### src/hw/rtl/hmap_pkg.sv
// Shared types, codes and fixed field widths of the hash map engine.
`default_nettype none

package hmap_pkg;

    // Fixed field widths
    localparam int CMD_W    = 2;
    localparam int KEY_W    = 32;
    localparam int VALUE_W  = 32;
    localparam int STATUS_W = 2;
    localparam int COUNT_W  = 11;

    // Stream word widths, padded to whole bytes
    localparam int S_DATA_W = 72;
    localparam int M_DATA_W = 48;

    // Default sizing
    localparam int DEF_BUCKET_COUNT    = 256;
    localparam int DEF_WAYS_PER_BUCKET = 4;

    typedef enum logic [CMD_W-1:0] {
        CMD_INSERT = 2'd0,
        CMD_GET    = 2'd1,
        CMD_ERASE  = 2'd2,
        CMD_CLEAR  = 2'd3
    } hmap_cmd_t;

    typedef enum logic [STATUS_W-1:0] {
        STATUS_OK   = 2'd0,
        STATUS_DUP  = 2'd1,
        STATUS_MISS = 2'd2,
        STATUS_FULL = 2'd3
    } hmap_status_t;

    typedef enum logic [2:0] {
        S_RESET_SWEEP,
        S_IDLE,
        S_LOOKUP,
        S_CLEAR_SWEEP,
        S_CLEAR_DONE
    } hmap_state_t;

    // Controller to datapath
    typedef struct packed {
        logic accept;    // latch input word, read its bucket
        logic execute;   // commit the command and load the result register
        logic sweep_wr;  // clear one bucket row, advance sweep counter
    } hmap_ctrl_cmd_t;

    // Datapath to controller
    typedef struct packed {
        logic in_is_clear;  // command on the input port is a clear
        logic sweep_last;   // sweep counter sits on the last bucket
        logic out_free;     // result register can take a new word
    } hmap_dp_status_t;

endpackage

`default_nettype wire

### src/hw/rtl/hmap_ctrl.sv
// Command sequencer of the hash map engine.
`default_nettype none

module hmap_ctrl
    import hmap_pkg::*;
(
    input  wire logic            aclk,
    input  wire logic            aresetn,
    input  wire logic            s_tvalid,
    output logic                 s_tready,
    input  wire hmap_dp_status_t status,
    output hmap_ctrl_cmd_t       cmd
);

    hmap_state_t state_reg, state_next;

    // State register
    always_ff @(posedge aclk) begin
        if (!aresetn) begin
            state_reg <= S_RESET_SWEEP;
        end else begin
            state_reg <= state_next;
        end
    end

    // Next state and commands
    always_comb begin
        state_next  = state_reg;
        cmd         = '0;
        s_tready    = 1'b0;
        case (state_reg)
            S_RESET_SWEEP: begin
                cmd.sweep_wr = 1'b1;
                if (status.sweep_last) begin
                    state_next = S_IDLE;
                end
            end
            S_IDLE: begin
                s_tready = 1'b1;
                if (s_tvalid) begin
                    cmd.accept = 1'b1;
                    state_next = status.in_is_clear ? S_CLEAR_SWEEP : S_LOOKUP;
                end
            end
            S_LOOKUP: begin
                if (status.out_free) begin
                    cmd.execute = 1'b1;
                    state_next  = S_IDLE;
                end
            end
            S_CLEAR_SWEEP: begin
                cmd.sweep_wr = 1'b1;
                if (status.sweep_last) begin
                    state_next = S_CLEAR_DONE;
                end
            end
            S_CLEAR_DONE: begin
                if (status.out_free) begin
                    cmd.execute = 1'b1;
                    state_next  = S_IDLE;
                end
            end
            default: begin
                state_next = S_RESET_SWEEP;
            end
        endcase
    end

endmodule

`default_nettype wire

### config.mk
export PLATFORM = sky130hd
export DESIGN_NAME = hmap_ctrl
export DESIGN_NICKNAME = d
export VERILOG_FILES = /design/src/hw/rtl/hmap_pkg.sv /design/src/hw/rtl/hmap_ctrl.sv
export SDC_FILE = /design/constraint.sdc
export NUM_CORES = 1
export LEC_CHECK = 0
export ABC_AREA = 1
export BUFFER_PORTS_ARGS = -buffer_cell sky130_fd_sc_hd__clkbuf_2
export CAP_MARGIN = 25
export CELL_PAD_IN_SITES_DETAIL_PLACEMENT = 1
export CELL_PAD_IN_SITES_GLOBAL_PLACEMENT = 2
export CORE_AREA = 2 2 39 41
export DETAILED_ROUTE_END_ITERATION = 12
export DIE_AREA = 0 0 41 43
export PLACE_DENSITY_LB_ADDON = 0.1
export SYNTH_ARGS = -nofsm -noshare
export SYNTH_HDL_FRONTEND = slang
export SYNTH_SLANG_ARGS = --single-unit
### constraint.sdc
create_clock -name aclk -period 2.2 [get_ports aclk]
set_input_delay 0.44 -clock aclk [delete_from_list [all_inputs] [get_ports aclk]]
set_output_delay 0.44 -clock aclk [all_outputs]
set_load 0.03 [all_outputs]
==> flow_summary_export.csv <==
group,metric,value,unit
layout,final_nets,56,
worst_setup_path,crit_family,"flip-flops",
timing,max_freq,620,MHz
synthesis,synth_top_family_by_area,"simple AND/OR/NAND/NOR gates",
timing,finalCritPeriodShare,73.3,%
run_status,outcome,"completed",
synthesis,yosysMostFrequentCell,"nand2_1",
synthesis,ys_seq_area_share,28.7,%
timing,rsz0062_at_grt,"false",
drt,wl_per_cell,8.12,um
synthesis,synth_xor_area_share,0,%
worst_setup_path,crit_start,"state_reg[2]",
power,p_sw_share,37.0,%
clock_network,cts_buffers,3,
power,p_switching,0.0908,mW
global_route,antenna_found_initial,0,
synthesis,synthArstFlopShare,0,%
synthesis,muxShareOfSynthArea,0,%
layout,antenna_cells,0,
die,die_w,41,um
clock_network,cts_max_level,1,
global_route,grt_pass1_vias,257,
timing,tns,0,ps
drt,drt_iter0_drc,2,
die,start_util,15.1,%
worst_setup_path,crit_type,"register to primary output",
synthesis,syn_area_per_cell,5.80,um^2
synthesis,synth_compound_area_share,4.79,%
synthesis,synth_top_area_share,28.7,%
drt,ant_nets,0,
worst_setup_path,slowest_delay,320,ps
clock_network,clockRootBuffer,"clkbuf_4",
worst_setup_path,rrSetupSlack,1110,ps
worst_setup_path,r2r-start,"state_reg[1]",
synthesis,yosys-top-cells-count,"12 x nand2_1, 8 x inv_1, 3 x dfxtp_1, 3 x nor2_1",
synthesis,yosysUniqueCellTypes,12,
global_route,grt_pass1_wl,931,um
drt,drc,0,
placement,dpl.hpwl,485,um
timing,slew_headroom,87.3,%
die,rows,14,
synthesis,syn_area,209,um^2
worst_setup_path,r2r_cells,8,
worst_setup_path,critPathMaxFanout,4,
worst_setup_path,worstPathRequired,1760,ps
clock_network,cts_tree,"yes",
layout,final_layout_size_suffix_gt1_share,32.7,%
drt,num_vias,255,
layout,syn_to_final_growth,43.7,%
synthesis,synth.area.top_cells,"dfxtp_1 29%, nand2_1 22%, inv_1 14%",
global_route,grt_util_all_layers,7.92,%
worst_setup_path,path_depth,6,
hold_path,worstHoldStart,"aresetn",
timing,fin_ws,587,ps
synthesis,yosysWarnings,0,
timing,drv_slew,0,
synthesis,netlist_instances,36,
timing,setup_violations,0,
worst_setup_path,crit_path_top_delay_cell,"dfxtp_1",
worst_setup_path,crit_path_end,"cmd[2]",
synthesis,synth_ff_type,"dfxtp_1",
layout,largest_reg_flops,3,
drt,wirelength,528,um
clock_network,clkTransAtPathRegs,30,ps
global_route,overflow,0,
hold_path,hp-class,"input pin to register",
clock_network,clockBufferDepth,2,
power,vdd_drop_max,0.236,mV
synthesis,synthSimpleGateAreaFrac,52.1,%
power,power.leakage,0.172,nW
power,pwr_density_cell,817,mW/mm^2
die,dieArea,0.00176,mm^2
synthesis,syn-num-nets,42,
placement,port_buffers,9,
worst_setup_path,path_cells,"inv_1 -> nand2_1 -> nor2_2 -> nand2_1 -> inv_1 -> clkbuf_2",
layout,fill_cells,186,
worst_setup_path,endpoint_kind,"primary output",
power,power.combinational.fraction,35.6,%
power,p_int,0.154,mW
drt,vias_per_cell,3.92,
timing,fin_skew,0.684,ps
die,ios,10,
synthesis,ys_ff_latch,3,
timing,max_slew.worst_pin.slew,190,ps
synthesis,synthAdderAreaFrac,0,%
power,pwr-share-clk,38.2,%
power,seqPwrFrac,26.2,%
global_route,grt_max_degree,6,
placement,place_congestion,0.622,
die,die_y,43,um
worst_setup_path,worst_setup_path_start_kind,"register",
synthesis,synth_edf_count,0,
clock_network,clock-sinks,3,
drt,drt-pass1-iter-count,2,
timing,fin_crit,1610,ps
timing,hold_viol,0,
worst_setup_path,r2r-end,"state_reg[0]",
job,maxCapViolCount,0,
placement,dpl_worst_slack,784,ps
clock_network,ctsResizeCount,0,
worst_setup_path,crit_arrival,1170,ps
clock_network,postCtsHoldBufs,0,
worst_setup_path,critPathBufInv,3,
synthesis,synth_top_area_cell,"dfxtp_1",
die,core_area,0.00138,mm^2
clock_network,postCtsSetupBuffers,0,
clock_network,clock_latency,230,ps
worst min-delay path by stage:
stage | slack (ps) | endpoint | cells after the start
2_1_floorplan | 460 | state_reg[2] | 2
3_5_place_dp | 490 | state_reg[2] | 2
6_report | 440 | state_reg[0] | 3
5_1_grt | 470 | state_reg[1] | 3
4_1_cts | 440 | state_reg[0] | 3
3_3_place_gp | 490 | state_reg[2] | 2
layer usage:
layer / share of wire, % / global-route usage [%] / wire, um / vias up
met4: 0 / 6.00 / 0 / 0
met2: 55 / 12.2 / 293 / 3
met3: 3.2 / 1.57 / 17 / 0
met1: 41 / 8.95 / 217 / 118
li1: - / - / - / 134
met5: 0 / 0 / 0 / -
power by group through the flow:
| stage | logic [mW] | clock network (mW) | registers, mW |
|---|---|---|---|
| 6_report | 0.0872 | 0.0937 | 0.0643 |
| 5_1_grt | 0.0981 | 0.108 | 0.0653 |
| 4_1_cts | 0.0900 | 0.0994 | 0.0644 |
| 3_5_place_dp | 0.0899 | 0 | 0.0652 |
| 3_3_place_gp | 0.0888 | 0 | 0.0655 |
| 2_1_floorplan | 0.0656 | 0 | 0.0641 |
layout by cell type (no fill, tap or decap), drive strengths merged:
cell	count
nor3	1
nor2	4
dfxtp	3
nand2	14
nand4	1
clkbuf	13
inv	8
a21oi	2
nand3b	1
nand3	2
layout make-up:
| type | instances | area, um^2 | share of cell area, % |
|---|---|---|---|
| Multi-Input combinational cell | 25 | 119 | 39.6 |
| Sequential cell | 3 | 60.1 | 20.0 |
| Timing Repair Buffer | 9 | 45.0 | 15.0 |
| Inverter | 8 | 30.0 | 10.0 |
| Clock buffer | 4 | 26.3 | 8.75 |
| Tap cell | 16 | 20.0 | 6.67 |
cells by family (layout without fill, tap and decap cells):
kind of cell	after synthesis	count (layout)
simple gates	23	23
buf+inv	8	21
flops	3	3
compound gates	2	2
per-stage QoR:
step	hold WS, ps	utilization [%]	total power, mW	instance area, um^2	instances
after floorplan	464	-	0.130	209	36
after global placement	491	19.8	0.154	274	61
after detailed placement	494	19.8	0.155	274	61
after CTS	441	21.7	0.254	300	65
after global routing	467	21.7	0.271	300	65
final	443	21.7	0.245	300	65
tightest hold or removal path: cells and delay by family:
| family | cells | cell delay (ps) |
|---|---|---|
| buffers and inverters | 1 | 90 |
| and+or+nand+nor | 2 | 100 |
Note: power is estimated with default switching activity, not from simulation.
